[config.mk]
export PLATFORM = sky130hd
export DESIGN_NAME = pspc_tally
export DESIGN_NICKNAME = d
export VERILOG_FILES = /design/src/sv/pspc_pkg.sv /design/src/sv/pspc_tally.sv
export SDC_FILE = /design/constraint.sdc
export NUM_CORES = 1
export LEC_CHECK = 0
export BUFFER_PORTS_ARGS = -buffer_cell sky130_fd_sc_hd__buf_2
export CORE_AREA = 2 2 104 106
export CTS_BUF_LIST = sky130_fd_sc_hd__clkbuf_8
export DETAILED_ROUTE_END_ITERATION = 8
export DIE_AREA = 0 0 106 108
export GPL_TIMING_DRIVEN = 0
export PLACE_DENSITY = 0.81
export SYNTH_ARGS = -nofsm -noshare
export SYNTH_HDL_FRONTEND = slang
export SYNTH_SLANG_ARGS = --single-unit
[constraint.sdc]
create_clock -name clk -period 1 [get_ports clk]
set_input_delay 0.15 -clock clk [delete_from_list [all_inputs] [get_ports clk]]
set_output_delay 0.15 -clock clk [all_outputs]
set_load 0.01 [all_outputs]
[src/sv/pspc_pkg.sv]
// Shared constants, stage types and Pauli helper functions for the string multiplier.
package pspc_pkg;

	localparam int QUBITS    = 32;
	localparam int LANES     = 32;
	localparam int STR_W     = 2 * LANES;
	localparam int LEN_W     = 6;
	localparam int GROUP_SZ  = 8;
	localparam int GROUPS    = LANES / GROUP_SZ;
	localparam int GCNT_W    = $clog2(GROUP_SZ + 1);

	localparam logic [1:0] PAULI_I = 2'd0;
	localparam logic [1:0] PAULI_X = 2'd1;
	localparam logic [1:0] PAULI_Y = 2'd2;
	localparam logic [1:0] PAULI_Z = 2'd3;

	localparam logic [1:0] PH_ZERO  = 2'd0;
	localparam logic [1:0] PH_PLUS  = 2'd1;
	localparam logic [1:0] PH_MINUS = 2'd3;

	typedef logic [STR_W-1:0] pstr_t;
	typedef logic [LEN_W-1:0] plen_t;

	typedef struct packed {
		pstr_t             prod;
		logic [LANES-1:0]  nz;
		logic [STR_W-1:0]  contrib;
		logic [1:0]        phase_base;
		plen_t             len;
	} s1_t;

	typedef struct packed {
		pstr_t                         prod;
		logic [GROUPS-1:0][GCNT_W-1:0] wpart;
		logic [GROUPS-1:0][1:0]        ppart;
		logic [1:0]                    phase_base;
		plen_t                         len;
	} s2_t;

	// Phase picked up by one qubit pair, in units of i mod 4.
	function automatic logic [1:0] pauli_phase(input logic [1:0] a, input logic [1:0] b);
		logic [1:0] r;
		r = PH_ZERO;
		case ({a, b})
			{PAULI_X, PAULI_Y}, {PAULI_Y, PAULI_Z}, {PAULI_Z, PAULI_X}: r = PH_PLUS;
			{PAULI_Y, PAULI_X}, {PAULI_Z, PAULI_Y}, {PAULI_X, PAULI_Z}: r = PH_MINUS;
			default: r = PH_ZERO;
		endcase
		return r;
	endfunction

	function automatic plen_t sat_len(input plen_t l);
		return (l > plen_t'(QUBITS)) ? plen_t'(QUBITS) : l;
	endfunction

endpackage

[src/sv/pspc_tally.sv]
// Stage 2: per-group weight counts and phase sums over eight qubits each.
module pspc_tally import pspc_pkg::*; (
	input  logic clk,
	input  logic arst_n,
	input  logic en,
	input  logic valid_s1,
	input  s1_t  data_s1,
	output logic valid_s2,
	output s2_t  data_s2
);
	s2_t d;

	always_comb begin
		d = '0;
		d.prod = data_s1.prod;
		d.phase_base = data_s1.phase_base;
		d.len = data_s1.len;
		for (int g = 0; g < GROUPS; g++) begin
			for (int k = 0; k < GROUP_SZ; k++) begin
				d.wpart[g] = d.wpart[g] + GCNT_W'(data_s1.nz[g*GROUP_SZ + k]);
				d.ppart[g] = d.ppart[g] + data_s1.contrib[2*(g*GROUP_SZ + k) +: 2];
			end
		end
	end

	always_ff @(posedge clk or negedge arst_n) begin
		if (!arst_n) begin
			valid_s2 <= 1'b0;
		end else if (en) begin
			valid_s2 <= valid_s1;
		end
	end

	always_ff @(posedge clk) begin
		if (en) begin
			data_s2 <= d;
		end
	end
endmodule

## After elaboration in Yosys (flattened, before gate mapping)

Cells that the tools add are included.
W data, S select, Z words.

- Output and inout port bits: 97
- Flip-flop bits (word level): 97
- Input bits: 172

- Add/sub/neg operators: 56

Operator list:

| cell | number |
|---|---|
| $add A4 B1 Y4 | 16 |
| $add A2 B2 Y2 | 28 |
| $add A3 B1 Y4 | 4 |
| $add A2 B1 Y3 | 4 |
| $add A1 B1 Y2 | 4 |

## Depth between registers and ports, before layout

- Word-level depth: 7
- Depth in mapped cells: 9
- Depth with buffers taken out: 9

## Worst setup path after synthesis

Ideal clock, no wire load.

- Path type: input -> register
- Start: in data_s1[56] in the netlist's numbering
- End: reg data_s2[15] in the netlist's numbering, data pin
- Data required time: 0.732 ns
- Path slack: -1.815 ns
- Cell stages on the path: 9
- Arrival: 2.548 ns
- Cell sequence: fa_1 > inv_1 > fa_1 > fa_1 > inv_1 > ha_1 > xor2_1 > xnor2_1 > xnor3_1

RTL lines:

| item | line | text |
|---|---|---|
| start: declaration | pspc_tally.sv:7 | `input s1_t data_s1,` |
| end signal: assignment | pspc_tally.sv:36 | `data_s2 <= d;` |
| end: declaration | pspc_tally.sv:9 | `output s2_t data_s2` |

==> results.yml <==
outcome:
  outcome: "finished, violations left"
  violations: "setup timing"
placement:
  gp_congestion: 0.828
  post-place-ws_ns: -1.91
  placed_cells: 672
  portBuffers: 268
  place_area_mm2: 0.00610
  hpwl_mm: 8.31
setup_path:
  worstPathArrival_ns: 2.59
  startpoint_type: "input pin"
  reg2reg_slack_ns: 0.24
  crit_path_top_delay_cell: "fa_1"
  r2r_end: "valid_s2"
  cp-end-kind: "register"
  crit_top_cell: "fa_1"
  path_class: "in -> reg"
  r2r_cells: 1
  required_ns: 1.10
  cpPeakStageDelay_ns: 0.53
  reg2reg_from: "valid_s2"
  path_max_fanout: 1
  crit_chain: "buf_6 -> fa_1 -> fa_1 -> inv_1 -> fa_1 -> inv_2 -> ha_4 -> xnor2_2 -> xnor2_1 -> xnor3_1"
floorplan:
  die-area_mm2: 0.0114
  io-pin-count: 269
  die_y_um: 108
  rows: 37
  dieWidth_um: 106
  start_util_pct: 44.0
  core_mm2: 0.0102
layout:
  stdcell_count: 765
  layout.nets: 844
  final_cell_mix: "buf_2 (253), edfxtp_1 (96), dlygate4sd3_1 (74)"
  multi_input_area_mm2: 0.00153
  seq_area_mm2: 0.00291
  final_util_pct: 71.7
  n_antenna_cell: 0
  fillCellCount: 658
  design_area_mm2: 0.00733
  syn_to_final_growth_pct: 62.7
  layout-drive-gt1-share_pct: 53.1
  layout_commonest_cell: "buf_2"
grt:
  grt_pass1_vias: 3813
  antenna_found_initial: 0
  groute.usage.overall_pct: 20.4
  overflow: 0
  grt_pass1_wl_mm: 17.6
  grt_max_degree: 57
hold_path:
  hold_start: "data_s1[74]"
  hold_class: "in -> reg"
  hold_path_depth: 2
  min_to: "data_s2[16]"
synth:
  ys_warn_count: 0
  syn_inst: 267
  synth.largest_area_cell: "edfxtp_1"
  synth.yosys.seq_area_share_pct: 64.6
  yosysTopAreaCellShare_pct: 64.0
  postSynthAreaPerCell_um2: 16.9
  synth_nets: 487
  ys_ff_latch: 97
  ys_top_cells_by_area: "edfxtp_1 (64%), fa_1 (14%), xnor2_1 (7.0%)"
  syn_area_mm2: 0.00450
  yosysUniqueCellTypes: 11
routing:
  num_vias: 3413
  wl_per_cell_um: 15.4
  drtIter0Drc: 131
  antenna_left: 0
  vias_per_cell: 4.46
  routed_wl_mm: 11.8
  dr.pass1.iters: 5
  drcViolationCount: 0
sta:
  rsz0062_at_grt: "yes"
  fin_crit_ns: 2.49
  skew_ns: 0
  worst_pin_slew_ns: 0.575
  drv_slew: 0
  fin_ws_ns: -1.49
  hold_viol: 0
  period_share_pct: 249
  tns_ns: -30.66
  max_freq_mhz: 402
  holdWs_ns: 0.112
  setup_viol: 110
  relSlewSlack_pct: 61.6
clock_tree:
  clock-sinks: 97
  cts_tree: "done"
  clock_path_buffers: 2
  htreeDepth: 3
  root_buffer: "clkbuf_8"
  cts_buffers: 9
  clkTransAtPathRegs_ns: 0.10
  clk_latency_ns: 0.35
power:
  vdd_drop_max_uv: 928
  p_total_mw: 12.0
  powerDensity_mw_per_mm2: 1640
  power_leakage_nw: 3.37
run:
  drv_cap: 0
[cells in the mapped netlist (all sizes together)]
cell type,instances
a21oi,4
dfrtp,1
edfxtp,96
fa,32
ha,16
inv,69
mux2,1
nor2b,4
xnor2,36
xnor3,4
xor2,4
[power by group]
group	switching, mW	leakage, nW	internal [mW]
combinational	1.82	2.31	2.14
sequential	0.140	0.950	5.20
clock	1.35	0.107	1.41
[logic make-up after synthesis]
family | Yosys count | synth area share [%]
AO/OA/AOI/OAI | 4 | 0.444
XOR/XNOR | 44 | 9.78
adder cells (fa/ha/maj) | 48 | 18.7
buffers and inverters | 69 | 5.75
flip-flops | 97 | 64.6
multiplexers | 1 | 0.250
AND/OR/NAND/NOR | 4 | 0.555
[worst max path at each step]
stage,cells past startpoint,slack [ns],start,to
after floorplan,9,-1.65,data_s1[8],data_s2[9]
after global placement,10,-1.86,data_s1[8],data_s2[9]
after detailed placement,10,-1.91,data_s1[8],data_s2[9]
after CTS,10,-1.47,data_s1[24],data_s2[11]
after global routing,10,-1.54,data_s1[24],data_s2[11]
final,10,-1.49,data_s1[24],data_s2[11]
[critical path, delay by kind of cell]
| kind | cells | cell delay (ns) |
|---|---|---|
| adder cells (fa/ha/maj) | 4 | 1.71 |
| XOR/XNOR | 3 | 0.52 |
| buffers and inverters | 3 | 0.19 |
[timing repair]
action | in CTS | in global routing
endpoints found under the setup margin | 121 | 121
gates resized for setup | 44 | 18
pin swaps | 16 | 7
endpoints found under the hold margin | 74 | 0
buffers inserted | 2 | 1
hold buffers | 74 | 0
[registers in the layout, indices dropped and copies added (netlist names)]
register  cells
valid_s2      1
data_s2      96
[metal layers]
metal,global-route usage [%],vias up,routed length (µm)
met5,0,-,0
met4,8.93,0,314
met3,5.61,25,849
met2,39.2,181,6610
met1,20.6,1632,4000
li1,-,1575,-
[cell type report]
| cell class | instances | share of cell area [%] |
|---|---|---|
| repair buffers | 346 | 30.5 |
| flip-flops and latches | 97 | 39.7 |
| well taps | 136 | 2.32 |
| clock inverters | 7 | 1.31 |
| clock buffers | 9 | 1.69 |
| inverters | 69 | 3.67 |
| multi-input cells | 101 | 20.8 |
Note: power is estimated with default switching activity, not from simulation.
