$ cat src/sv/pspc_pkg.sv
// Shared constants, stage types and Pauli helper functions for the string multiplier.
package pspc_pkg;

	localparam int QUBITS    = 32;
	localparam int LANES     = 32;
	localparam int STR_W     = 2 * LANES;
	localparam int LEN_W     = 6;
	localparam int GROUP_SZ  = 8;
	localparam int GROUPS    = LANES / GROUP_SZ;
	localparam int GCNT_W    = $clog2(GROUP_SZ + 1);

	localparam logic [1:0] PAULI_I = 2'd0;
	localparam logic [1:0] PAULI_X = 2'd1;
	localparam logic [1:0] PAULI_Y = 2'd2;
	localparam logic [1:0] PAULI_Z = 2'd3;

	localparam logic [1:0] PH_ZERO  = 2'd0;
	localparam logic [1:0] PH_PLUS  = 2'd1;
	localparam logic [1:0] PH_MINUS = 2'd3;

	typedef logic [STR_W-1:0] pstr_t;
	typedef logic [LEN_W-1:0] plen_t;

	typedef struct packed {
		pstr_t             prod;
		logic [LANES-1:0]  nz;
		logic [STR_W-1:0]  contrib;
		logic [1:0]        phase_base;
		plen_t             len;
	} s1_t;

	typedef struct packed {
		pstr_t                         prod;
		logic [GROUPS-1:0][GCNT_W-1:0] wpart;
		logic [GROUPS-1:0][1:0]        ppart;
		logic [1:0]                    phase_base;
		plen_t                         len;
	} s2_t;

	// Phase picked up by one qubit pair, in units of i mod 4.
	function automatic logic [1:0] pauli_phase(input logic [1:0] a, input logic [1:0] b);
		logic [1:0] r;
		r = PH_ZERO;
		case ({a, b})
			{PAULI_X, PAULI_Y}, {PAULI_Y, PAULI_Z}, {PAULI_Z, PAULI_X}: r = PH_PLUS;
			{PAULI_Y, PAULI_X}, {PAULI_Z, PAULI_Y}, {PAULI_X, PAULI_Z}: r = PH_MINUS;
			default: r = PH_ZERO;
		endcase
		return r;
	endfunction

	function automatic plen_t sat_len(input plen_t l);
		return (l > plen_t'(QUBITS)) ? plen_t'(QUBITS) : l;
	endfunction

endpackage

$ cat src/sv/pspc_lanes.sv
// Stage 1: length masking and per-qubit product, weight and phase terms.
module pspc_lanes import pspc_pkg::*; (
	input  logic       clk,
	input  logic       arst_n,
	input  logic       en,
	input  logic       vin,
	input  pstr_t      string_a,
	input  logic [1:0] phase_a,
	input  plen_t      length_a,
	input  pstr_t      string_b,
	input  logic [1:0] phase_b,
	input  plen_t      length_b,
	output logic       valid_s1,
	output s1_t        data_s1
);
	plen_t la, lb;
	s1_t   d;

	always_comb begin
		logic [1:0] a, b, p;
		la = sat_len(length_a);
		lb = sat_len(length_b);
		d = '0;
		d.len = (la > lb) ? la : lb;
		d.phase_base = phase_a + phase_b;
		for (int q = 0; q < LANES; q++) begin
			a = (plen_t'(q) < la) ? string_a[2*q +: 2] : PAULI_I;
			b = (plen_t'(q) < lb) ? string_b[2*q +: 2] : PAULI_I;
			p = a ^ b;
			d.prod[2*q +: 2] = p;
			d.nz[q] = (p != PAULI_I);
			d.contrib[2*q +: 2] = pauli_phase(a, b);
		end
	end

	always_ff @(posedge clk or negedge arst_n) begin
		if (!arst_n) begin
			valid_s1 <= 1'b0;
		end else if (en) begin
			valid_s1 <= vin;
		end
	end

	always_ff @(posedge clk) begin
		if (en) begin
			data_s1 <= d;
		end
	end
endmodule

$ cat config.mk
export PLATFORM = sky130hd
export DESIGN_NAME = pspc_lanes
export DESIGN_NICKNAME = d
export VERILOG_FILES = /design/src/sv/pspc_pkg.sv /design/src/sv/pspc_lanes.sv
export SDC_FILE = /design/constraint.sdc
export NUM_CORES = 1
export LEC_CHECK = 0
export ABC_CLOCK_PERIOD_IN_PS = 2400
export BUFFER_PORTS_ARGS = -buffer_cell sky130_fd_sc_hd__buf_2
export CORE_AREA = 4 4 157 197
export CTS_CLUSTER_SIZE = 30
export DETAILED_ROUTE_END_ITERATION = 10
export DIE_AREA = 0 0 161 201
export PLACE_DENSITY = 0.61
export REMOVE_ABC_BUFFERS = 1
export SYNTH_ARGS = -nofsm -noshare
export SYNTH_HDL_FRONTEND = slang
export SYNTH_SLANG_ARGS = --single-unit
$ cat constraint.sdc
create_clock -name clk -period 2.4 [get_ports clk]
set_clock_uncertainty 0.1 [all_clocks]
set_input_delay 0.12 -clock clk [delete_from_list [all_inputs] [get_ports clk]]
set_output_delay 0.12 -clock clk [all_outputs]
set_load 0.05 [all_outputs]
; After elaboration in Yosys (flattened, before gate mapping)
; Cells that the tools add are included.
[classes]
n_lt_le_gt_ge = 67
n_reduce_logical = 96
n_bitwise = 32
eq_ne = 192
n_mux = 99
add_sub_neg = 1
[ops]
columns = cell, n
row1 = "equality test 4 bit, second input constant", 128
row2 = "equality test 4 x 3 -> 1 bit, second input constant", 64
row3 = "less-than comparator 5 x 6 -> 1 bit, first input constant", 32
row4 = OR reduction 3 bit, 64
row5 = two-way mux 2 bit, 64
row6 = case mux 2 bit (2 select lines), 32
row7 = "less-than comparator 4 x 6 -> 1 bit, first input constant", 16
row8 = nonzero test 2 bit, 32
row9 = bitwise XOR 2 bit, 32
row10 = "less-than comparator 3 x 6 -> 1 bit, first input constant", 8
row11 = "less-than comparator 1 x 6 -> 1 bit, first input constant", 4
row12 = "less-than comparator 2 x 6 -> 1 bit, first input constant", 4
row13 = two-way mux 6 bit, 3
row14 = "greater-than comparator 6 bit, second input constant", 2
row15 = greater-than comparator 6 bit, 1
row16 = adder 2 bit, 1
[totals]
out_inout_bits = 169
reg_bits = 169
wordCells = 493

; Logic depth before layout (Yosys ltp)
; Gate-level depths: netlist of the first run.
[logic_depth]
ltp_word = 7
depth_mapped = 10
mapped_depth_nobuf = 8

; Least setup slack after synthesis of the first run
; OpenSTA, ideal clock, no wires.
[synth_path]
path_type = input -> register
from = in length_a[5]
to = reg data_s1[5] (netlist name), data pin
path_stages = 10
t_required_ns = 2.040
t_arrival_ns = 2.370
slack_ns = -0.329
cell_sequence = clkbuf_1 > clkbuf_1 > clkbuf_1 > nand2b_1 > inv_1 > ha_1 > nor2b_1 > o211ai_1 > a21oi_1 > mux2_2
[synth_rtl]
columns = element, line
row1 = start: declaration, pspc_lanes.sv:9  ; input plen_t length_a,
row2 = end signal: assignment, pspc_lanes.sv:46  ; data_s1 <= d;
row3 = end: declaration, pspc_lanes.sv:14  ; output s1_t data_s1

==> results of run 1 <==
==> layer usage <==
metal,vias to the layer above,GRT usage (%)
met3,43,4.99
met1,4208,21.2
met5,-,0
met4,4,5.79
li1,4424,-
met2,254,31.0
==> state kept, by name, indices dropped and copies added (netlist names) <==
| signal | count |
|---|---|
| data_s1 | 168 |
| valid_s1 | 1 |
==> area by class of cell <==
class / count / area (um2)
antenna: 2 / 5.00
clock buffer: 19 / 433
clock inverter: 13 / 130
fill: 2834 / 15900
inverter: 9 / 33.8
multi-input combinational: 806 / 4780
sequential: 169 / 5070
tap: 396 / 495
timing repair buffer: 386 / 2260
==> report_power, final <==
group | internal (mW) | total (mW) | switching (mW)
clock network | 1.52 | 2.69 | 1.17
registers | 3.63 | 3.72 | 0.0951
logic | 0.758 | 2.69 | 1.93
==> kinds of logic after synthesis <==
logic type	Yosys count	share of synthesized area, %
AOI/OAI and AO/OA	221	14.2
xor gates and xnor gates	139	12.1
adders and majority gates	7	0.868
buffers and inverters	63	2.41
DFF	169	50.2
muxes	8	0.818
and+or+nand+nor	431	19.4
==> stage by stage <==
stage	total power [mW]	setup slack (ns)	hold slack (ns)	instances	utilization, %
floorplan	5.54	0.315	-0.276	984	-
detailed placement	6.42	0.267	-0.202	1718	41.8
global placement	6.39	0.307	-0.206	1718	41.8
CTS	9.21	0.317	0.000668	1798	45.4
finish	9.11	0.279	0.0243	1800	45.4
global route	9.52	0.193	0.0110	1799	45.4
==> cell usage in the layout, fill, tap and decap left out, types with 10 or more instances in the layout <==
master and n:
sky130_fd_sc_hd__buf_2 315, sky130_fd_sc_hd__nand2_1 235, sky130_fd_sc_hd__edfxtp_1 168, sky130_fd_sc_hd__xor2_1 78
sky130_fd_sc_hd__o21ai_0 74, sky130_fd_sc_hd__nor2_1 66, sky130_fd_sc_hd__xnor2_1 61, sky130_fd_sc_hd__dlygate4sd3_1 48
sky130_fd_sc_hd__nor3_1 27, sky130_fd_sc_hd__a31oi_1 27, sky130_fd_sc_hd__nand2b_1 26, sky130_fd_sc_hd__a21oi_1 24
sky130_fd_sc_hd__nand3_1 21, sky130_fd_sc_hd__buf_4 20, sky130_fd_sc_hd__o22ai_1 19, sky130_fd_sc_hd__a2bb2oi_1 18
sky130_fd_sc_hd__clkbuf_16 17, sky130_fd_sc_hd__nor3b_1 15, sky130_fd_sc_hd__o31a_1 13, sky130_fd_sc_hd__nor4bb_1 11
sky130_fd_sc_hd__o21a_1 10
==> worst min-delay path by stage <==
stage / startpoint / slack (ns) / depth (start not counted) / endpoint
final: string_b[24] / 0.02 / 3 / data_s1[128]
after global routing: string_b[16] / 0.01 / 3 / data_s1[120]
after CTS: string_b[6] / 0.0007 / 3 / data_s1[110]
after detailed placement: arst_n / -0.20 / 1 / valid_s1
after global placement: arst_n / -0.21 / 1 / valid_s1
after floorplan: arst_n / -0.28 / 0 / valid_s1
==> timing repair <==
| action | CTS | global route |
|---|---|---|
| gates resized for setup | 0 | 0 |
| endpoints found under the hold margin | 42 | 0 |
| hold buffers | 48 | 0 |
| setup endpoints to repair | 0 | 0 |
==> flow_summary.ini, run 1 <==
[run_status]
outcome = finished, final reports clean

[grt]
globalRoute.totalOverflow = 0
first_global_vias = 8492
number_of_antenna_violations_at_the_first_check_in_global_routing = 4
grt_util_all_layers_pct = 17.8
largest_net_degree_at_the_start_of_global_routing = 53
grt_pass1_wl_um = 45500

[clock_tree]
path_clk_slew_ns = 0.07
clk_path_buf_depth = 2
cts_tree = done
post-cts-setup-buffers = 0
cts_buffers = 17
clock_tree.root_cell = sky130_fd_sc_hd__clkbuf_16
tritoncts_num_sinks = 169
clock_latency_ns = 0.42
cts.htree.levels = 4

[sta]
fin_crit_sh_pct = 88.4
time_the_worst_path_needs_with_i_o_delays_and_setup_ns = 2.12
rsz0062_at_grt = false
slew-limit-headroom_pct = 52.8
worst_slew_pin_slew_ns = 0.700
slew_viol_final = 0
final.setup.tns_ns = 0
report.final.hold_viol_count = 0
setup_viol = 0
fmax_ghz = 0.472

[critical_path]
worst-path-max-fanout = 24
cpMaxStageDelayCell = sky130_fd_sc_hd__dlygate4sd3_1
critical_path.reg2reg.endpoint = valid_s1
critical_path.startpoint_type = input port
critical_path.max_stage_delay_ns = 0.55
critical_path.reg2reg.startpoint = valid_s1
path_common_cell = sky130_fd_sc_hd__dlygate4sd3_1
setup.worst_path.end_class = flop
critical_path_buf_inv_count = 4
setup.worst_path.class = in -> reg
critPathTopFamily = buffers and inverters
cp_data_required_time_ns = 2.49
critical_path_depth = 8
timing.critical_path.cells = dlygate4sd3_1, buf_2, buf_4, a211o_1, a21o_1, nand2_1, xor2_1, dlygate4sd3_1
timing.critical_path.from = length_a[1]
worstPathArrival_ns = 2.21
reg2reg_depth = 1
worstSetupEndpoint = data_s1[140]
worst-r2r-setup-slack_ns = 1.57

[floorplan]
die_w_um = 161
chip_height_um = 201
ios = 317
floorplan.rows = 70
die_area_um2 = 32400
start_util_pct = 34.7
coreArea_um2 = 29100

[synthesis]
netlist_area_um2 = 10100
synthArstFlopShare_pct = 0.592
yosys-top-cells-area = sky130_fd_sc_hd__edfxtp_1, sky130_fd_sc_hd__nand2_1, sky130_fd_sc_hd__xor2_1
syn-mean-instance-area_um2 = 9.72
yosysSeqAreaShare_pct = 50.2
synth.top_cell.area_share_pct = 50.0
synthMostInstantiatedCell = sky130_fd_sc_hd__nand2_1
synthesized_instance_count = 1038
ys_seq_elements = 169
yosys_warnings = 0
ys.flop_type = sky130_fd_sc_hd__edfxtp_1
synth.top_cells.by_count = sky130_fd_sc_hd__nand2_1, sky130_fd_sc_hd__edfxtp_1, sky130_fd_sc_hd__xor2_1
synth_top_cell_by_area = sky130_fd_sc_hd__edfxtp_1
synth_cell_types = 49
synth-edff-count = 168

[detailed_routing]
route.top_layer_used = met5
via_to_cell_ratio = 4.96
drt_antenna_net_count = 0
m1WireLength_um = 11900
met3_length_um = 2010
dr_total_vias = 8933
route.detailed.drc = 0
drt_pre_antenna_iters = 5
post_drt_wl_per_cell_um = 16.3
detailedRoute.firstIterationViolations = 541
met2_wire_len_um = 14700
finalWirelength_um = 29300

[cells_and_area]
finish.net_count = 1544
area_delta_synth_final_pct = 30.8
stdcell_area_um2 = 13200
drive_above_1_share_pct = 27.2

[power_and_ir_drop]
power.static_leakage_nw = 5.51
power.density_nw_per_um2 = 690
ir_drop_uv = 450

[placement]
hpwlAfterDp_um = 22600
place.port_buffers = 316
placedInstanceArea_um2 = 12200
place.gp.congestion = 0.856

[job]
drv_cap = 0

[min_path]
hp-class = in -> reg
No activity file was read; power rests on OpenSTA's default activity.
==> run 2, diff against run 1 <==
--- a/config.mk
+++ b/config.mk
@@ -7,10 +7,10 @@
 export LEC_CHECK = 0
 export ABC_CLOCK_PERIOD_IN_PS = 2400
 export BUFFER_PORTS_ARGS = -buffer_cell sky130_fd_sc_hd__buf_2
-export CORE_AREA = 4 4 157 197
+export CORE_AREA = 2 2 155 195
 export CTS_CLUSTER_SIZE = 30
 export DETAILED_ROUTE_END_ITERATION = 10
-export DIE_AREA = 0 0 161 201
+export DIE_AREA = 0 0 157 197
 export PLACE_DENSITY = 0.61
 export REMOVE_ABC_BUFFERS = 1
 export SYNTH_ARGS = -nofsm -noshare
==> flow_summary.ini, run 2 (synthesis results as in run 1) <==
[floorplan]
die_area_um2 = 30900
chip_height_um = 197
start_util_pct = 34.8
ios = 317
die_w_um = 157
floorplan.rows = 70
coreArea_um2 = 29000

[sta]
postLayoutSetupSlackWorst_ns = 0.713
report.final.hold_viol_count = 0
slew_viol_final = 0
setup_viol = 0
final.setup.tns_ns = 0
rsz0062_at_grt = false
fmax_ghz = 0.593
slew-limit-headroom_pct = 53.1
fin_crit_sh_pct = 70.3
time_the_worst_path_needs_with_i_o_delays_and_setup_ns = 1.69
worst_slew_pin_slew_ns = 0.696

[critical_path]
setup.worst_path.end_class = flop
critical_path_buf_inv_count = 2
critPathTopFamily = buffers and inverters
cpMaxStageDelayCell = sky130_fd_sc_hd__dlygate4sd3_1
worstPathArrival_ns = 1.78
worst-r2r-setup-slack_ns = 1.56
critical_path.max_stage_delay_ns = 0.55
worst-path-max-fanout = 18
timing.critical_path.cells = buf_2, a211oi_1, o21ai_0, nand2_1, xor2_1, dlygate4sd3_1
critical_path.startpoint_type = input port
cp_data_required_time_ns = 2.49
setup.worst_path.class = in -> reg

[grt]
globalRoute.totalOverflow = 0
largest_net_degree_at_the_start_of_global_routing = 49
grt_util_all_layers_pct = 18.4
first_global_vias = 8342
grt_pass1_wl_um = 43800
number_of_antenna_violations_at_the_first_check_in_global_routing = 6

[cells_and_area]
area_delta_synth_final_pct = 29.3
drive_above_1_share_pct = 27.0
reg_top3 = data_s1 (168), valid_s1 (1)
layout.filler_cells = 2753
layout.cells.most_common_list = sky130_fd_sc_hd__buf_2, sky130_fd_sc_hd__nand2_1, sky130_fd_sc_hd__edfxtp_1
regMostFlops = data_s1
stdcell_area_um2 = 13100
finish.net_count = 1528
post-route-util_pct = 45.0
largest_reg_flops = 168
layout_commonest_cell = sky130_fd_sc_hd__buf_2

[detailed_routing]
route.detailed.drc = 0
via_to_cell_ratio = 5.02
drt_antenna_net_count = 0
dr_total_vias = 8957
post_drt_wl_per_cell_um = 16.2
finalWirelength_um = 28900
drt_pre_antenna_iters = 5
detailedRoute.firstIterationViolations = 508

[clock_tree]
clk_path_buf_depth = 2
path_clk_slew_ns = 0.07
clock_latency_ns = 0.43
post-cts-setup-buffers = 0
cts.htree.levels = 4
cts_tree = done
clock_tree.root_cell = sky130_fd_sc_hd__clkbuf_16
tritoncts_num_sinks = 169
cts_buffers = 17

[power_and_ir_drop]
power.static_leakage_nw = 5.43
ir_drop_uv = 439
power.density_nw_per_um2 = 692
finalPower_mw = 9.03

[placement]
preCtsSetupSlack_ns = 0.335
hpwlAfterDp_um = 22300
place.port_buffers = 316
placedInstanceArea_um2 = 12100
place.gp.congestion = 0.847

[min_path]
hp-class = in -> reg

[run_status]
outcome = finished, final reports clean

[job]
drv_cap = 0
-- run 2: cell types whose count changed in the layout (fill, tap and decap cells not counted), sizes merged --
| cell | previous run | this run |
|---|---|---|
| buf | 338 | 334 |
| clkbuf | 19 | 20 |
| dlygate4sd3 | 48 | 36 |
| diode | 2 | 3 |
| clkinv | 9 | 7 |
-- run 2: worst paths after layout --
| check | from | endpoint | cells past startpoint |
|---|---|---|---|
| max reg2reg | valid_s1 | valid_s1 | 1 |
| min in group asynchronous | arst_n | valid_s1 | 3 |
| max | length_b[3] | data_s1[140] | 6 |
| min reg2reg | valid_s1 | valid_s1 | 1 |
| min | string_b[56] | data_s1[65] | 3 |
| max in group asynchronous | arst_n | valid_s1 | 3 |
-- run 2: report_power, final --
| part | switching (mW) | internal, mW | total [mW] | leakage, nW |
|---|---|---|---|---|
| clock | 1.13 | 1.51 | 2.64 | 0.262 |
| sequential | 0.0838 | 3.63 | 3.71 | 1.64 |
| combinational | 1.94 | 0.739 | 2.68 | 3.52 |
| total | 3.16 | 5.87 | 9.03 | 5.43 |
-- run 2: metrics by stage --
step                      instances  hold WS [ns]
final                          1784        0.0170
after global routing           1784        0.0165
after CTS                      1781      0.000833
after detailed placement       1714        -0.202
after global placement         1714        -0.205
after floorplan                 984        -0.276
-- run 2: repair_timing --
action                                 in CTS  in global routing
hold buffers                               36                  0
gates resized for setup                     0                  0
endpoints found under the hold margin      32                  0
-- run 2: final cells by class --
| type | count | area [um2] | share of cell area (%) |
|---|---|---|---|
| clock inverters | 11 | 106 | 0.815 |
| multi-input cells | 806 | 4780 | 36.6 |
| flip-flops and latches | 169 | 5070 | 38.8 |
| inverters | 9 | 33.8 | 0.259 |
| repair buffers | 370 | 2120 | 16.3 |
| well taps | 396 | 495 | 3.80 |
| diodes | 3 | 7.51 | 0.0575 |
| clock buffers | 20 | 437 | 3.35 |
-- run 2: per-layer routing --
metal / track usage (%) / part of all wire, % / vias to the layer above
met5: 0 / 0.13 / -
met4: 8.56 / 3.7 / 6
met3: 4.35 / 5.8 / 72
met2: 31.8 / 50 / 299
met1: 21.4 / 40 / 4193
li1: - / - / 4387
==> run 3, diff against run 2 <==
--- a/config.mk
+++ b/config.mk
@@ -5,12 +5,13 @@
 export SDC_FILE = /design/constraint.sdc
 export NUM_CORES = 1
 export LEC_CHECK = 0
-export ABC_CLOCK_PERIOD_IN_PS = 2400
+export ABC_AREA = 1
+export ABC_CLOCK_PERIOD_IN_PS = 1650
 export BUFFER_PORTS_ARGS = -buffer_cell sky130_fd_sc_hd__buf_2
-export CORE_AREA = 2 2 155 195
+export CORE_AREA = 2 2 152 191
 export CTS_CLUSTER_SIZE = 30
 export DETAILED_ROUTE_END_ITERATION = 10
-export DIE_AREA = 0 0 157 197
+export DIE_AREA = 0 0 154 193
 export PLACE_DENSITY = 0.61
 export REMOVE_ABC_BUFFERS = 1
 export SYNTH_ARGS = -nofsm -noshare
==> constraint.sdc (replaced) <==
create_clock -name clk -period 1.65 [get_ports clk]
set_clock_uncertainty 0.1 [all_clocks]
set_input_delay 0.0825 -clock clk [delete_from_list [all_inputs] [get_ports clk]]
set_output_delay 0.0825 -clock clk [all_outputs]
set_load 0.05 [all_outputs]
==> flow_summary.ini, run 3 <==
[run_status]
outcome = finished, final reports clean

[synthesis]
synthMostInstantiatedCell = sky130_fd_sc_hd__nand2_1
synth-simple-area-share_pct = 27.1
synth_top_cell_by_area = sky130_fd_sc_hd__edfxtp_1
yosys_warnings = 0
synth.top_cell.area_share_pct = 52.3
synth_top_family_by_area = simple AND/OR/NAND/NOR gates
synth_cell_types = 41
yosys.area_share.xor_xnor_pct = 5.17
synth-edff-count = 168
ys_seq_elements = 169
netlist_area_um2 = 9650
synth.top_cells.by_count = sky130_fd_sc_hd__nand2_1, sky130_fd_sc_hd__inv_1, sky130_fd_sc_hd__edfxtp_1
synthArstFlopShare_pct = 0.592
complex_gate_fraction_of_the_synthesized_area_pct = 5.95
syn-mean-instance-area_um2 = 8.78
synthAdderAreaFrac_pct = 0.908
synthesized_instance_count = 1099
yosysSeqAreaShare_pct = 52.5
ys.flop_type = sky130_fd_sc_hd__edfxtp_1
yosys-top-cells-area = sky130_fd_sc_hd__edfxtp_1, sky130_fd_sc_hd__nand2_1, sky130_fd_sc_hd__inv_1
post_synth_mux_area_share_pct = 0.117

[placement]
place.port_buffers = 316
hpwlAfterDp_um = 23600
place.gp.congestion = 0.896
dp_cells = 1886
placedInstanceArea_um2 = 12600

[clock_tree]
clock_latency_ns = 0.43
tritoncts_num_sinks = 169
clock_tree.root_cell = sky130_fd_sc_hd__clkbuf_16
path_clk_slew_ns = 0.06
cts_buffers = 17
cts.htree.levels = 4
clk_path_buf_depth = 2
post-cts-setup-buffers = 0
cts_tree = done

[critical_path]
setup.worst_path.class = in -> reg
cp_data_required_time_ns = 1.74
critical_path.startpoint_type = input port
worstPathArrival_ns = 1.66
timing.critical_path.cells = clkbuf_4, buf_4, nor2_2, nand2_1, nand2_2, buf_4, nand3_1, dlygate4sd3_1, nand2_1
cpMaxStageDelayCell = sky130_fd_sc_hd__dlygate4sd3_1
worst-path-max-fanout = 8
critical_path.max_stage_delay_ns = 0.60
setup.worst_path.end_class = flop

[power_and_ir_drop]
seqPwrFrac_pct = 39.8
power.density_nw_per_um2 = 963
ir_drop_uv = 650
finalPower_mw = 13.6
power.static_leakage_nw = 7.02
power.internal_mw = 8.84
power.switching_fraction_pct = 35.0
clkPwrFrac_pct = 30.0
netSwitchingPower_mw = 4.77
power.combinational.fraction_pct = 30.2

[sta]
final.setup.tns_ns = 0
setup_viol = 0
worst_slew_pin_slew_ns = 0.548
slew-limit-headroom_pct = 63.4
rsz0062_at_grt = false
time_the_worst_path_needs_with_i_o_delays_and_setup_ns = 1.57
fin_crit_sh_pct = 95.1
timing.hold.ws_ns = 0.0256
report.final.hold_viol_count = 0
slew_viol_final = 0
fmax_ghz = 0.637

[grt]
grt_util_all_layers_pct = 20.0
grt_pass1_wl_um = 45900
number_of_antenna_violations_at_the_first_check_in_global_routing = 2
globalRoute.totalOverflow = 0
first_global_vias = 9154
largest_net_degree_at_the_start_of_global_routing = 36

[detailed_routing]
drt_pre_antenna_iters = 5
finalWirelength_um = 29800
dr_total_vias = 9370
drt_antenna_net_count = 0
via_to_cell_ratio = 4.65
detailedRoute.firstIterationViolations = 451
post_drt_wl_per_cell_um = 14.8
route.detailed.drc = 0

[cells_and_area]
instances_no_fill = 2013
finish.net_count = 1798
reg_top3 = data_s1 (168), valid_s1 (1)
register_area_um2 = 5070
drive_above_1_share_pct = 32.9
multi_input_comb_area_um2 = 3810
layout_commonest_cell = sky130_fd_sc_hd__buf_2
area_delta_synth_final_pct = 46.4
layout.cells.most_common_list = sky130_fd_sc_hd__buf_2, sky130_fd_sc_hd__nand2_1, sky130_fd_sc_hd__inv_1
largest_reg_flops = 168
stdcell_area_um2 = 14100
layout.filler_cells = 2616
regMostFlops = data_s1

[floorplan]
start_util_pct = 34.4
floorplan.rows = 69
die_w_um = 154
coreArea_um2 = 28100
chip_height_um = 193
ios = 317
die_area_um2 = 29700

[min_path]
hp-class = in -> reg

[job]
drv_cap = 0
run 3: changes by cell type in the layout (fill, tap and decap cells not counted), moves of 28 or more:
cell and change:
sky130_fd_sc_hd__nand4_1 +50, sky130_fd_sc_hd__xor2_1 -54, sky130_fd_sc_hd__nand2_1 +38, sky130_fd_sc_hd__nand3_1 +50, sky130_fd_sc_hd__nor2_1 +36, sky130_fd_sc_hd__inv_1 +178, sky130_fd_sc_hd__dlygate4sd3_1 +57, sky130_fd_sc_hd__buf_4 +103
sky130_fd_sc_hd__o21ai_0 -38, sky130_fd_sc_hd__xnor2_1 -28
run 3: layout make-up:
class	count	area share, %
flip-flops and latches	169	35.9
multi-input cells	726	27.0
repair buffers	530	24.5
inverters	199	5.30
well taps	355	3.14
clock buffers	19	3.06
clock inverters	13	1.09
diodes	2	0.0354
run 3: per-layer routing:
layer,GRT usage (%),up-vias,share of wire [%]
met5,0,-,0.044
met4,8.27,2,2.9
met3,3.93,52,5.0
met2,36.6,275,52
li1,-,4710,-
met1,22.9,4331,40
run 3: per-stage QoR:
stage                     util, %  setup WS, ns
after floorplan                 -        -0.118
after global routing         50.4        0.0157
after detailed placement     44.9        -0.399
final                        50.4        0.0806
after global placement       44.9        -0.311
after CTS                    50.3        0.0517
run 3: logic make-up (layout without fill, tap and decap cells):
group	count (synthesis)	count (layout)
mux	1	1
flops	169	169
xor+xnor	57	57
compound gates	96	96
buf+inv	204	761
simple gates	565	565
other cells	0	2
fa+ha+maj	7	7
run 3: worst paths after layout:
path / startpoint / endpoint / slack [ns] / cells past startpoint
max: length_b[5] / data_s1[126] / 0.08 / 9
max in group asynchronous: arst_n / valid_s1 / 0.97 / 3
max reg2reg: valid_s1 / valid_s1 / 0.81 / 1
min in group asynchronous: arst_n / valid_s1 / 0.38 / 3
min reg2reg: valid_s1 / valid_s1 / 0.42 / 1
min: string_a[6] / data_s1[110] / 0.03 / 5
run 3: timing repair:
| item | in CTS | in global routing |
|---|---|---|
| hold endpoints to repair | 121 | 0 |
| hold buffers | 93 | 0 |
| endpoints found under the setup margin | 0 | 9 |
| gates resized for setup | 0 | 6 |
run 3: power groups by stage:
stage                     sequential, mW  clock [mW]  combinational, mW
after floorplan                     7.12           0               1.02
after global placement              5.50           0               3.89
after detailed placement            5.50           0               3.94
after CTS                           5.41        4.19               4.12
after global routing                5.45        4.33               4.42
final                               5.41        4.08               4.11
run 3: worst max-delay path, delay by kind of cell:
family,cells,cell delay (ns)
AND/OR/NAND/NOR,5,0.45
buffers and inverters,4,1.11
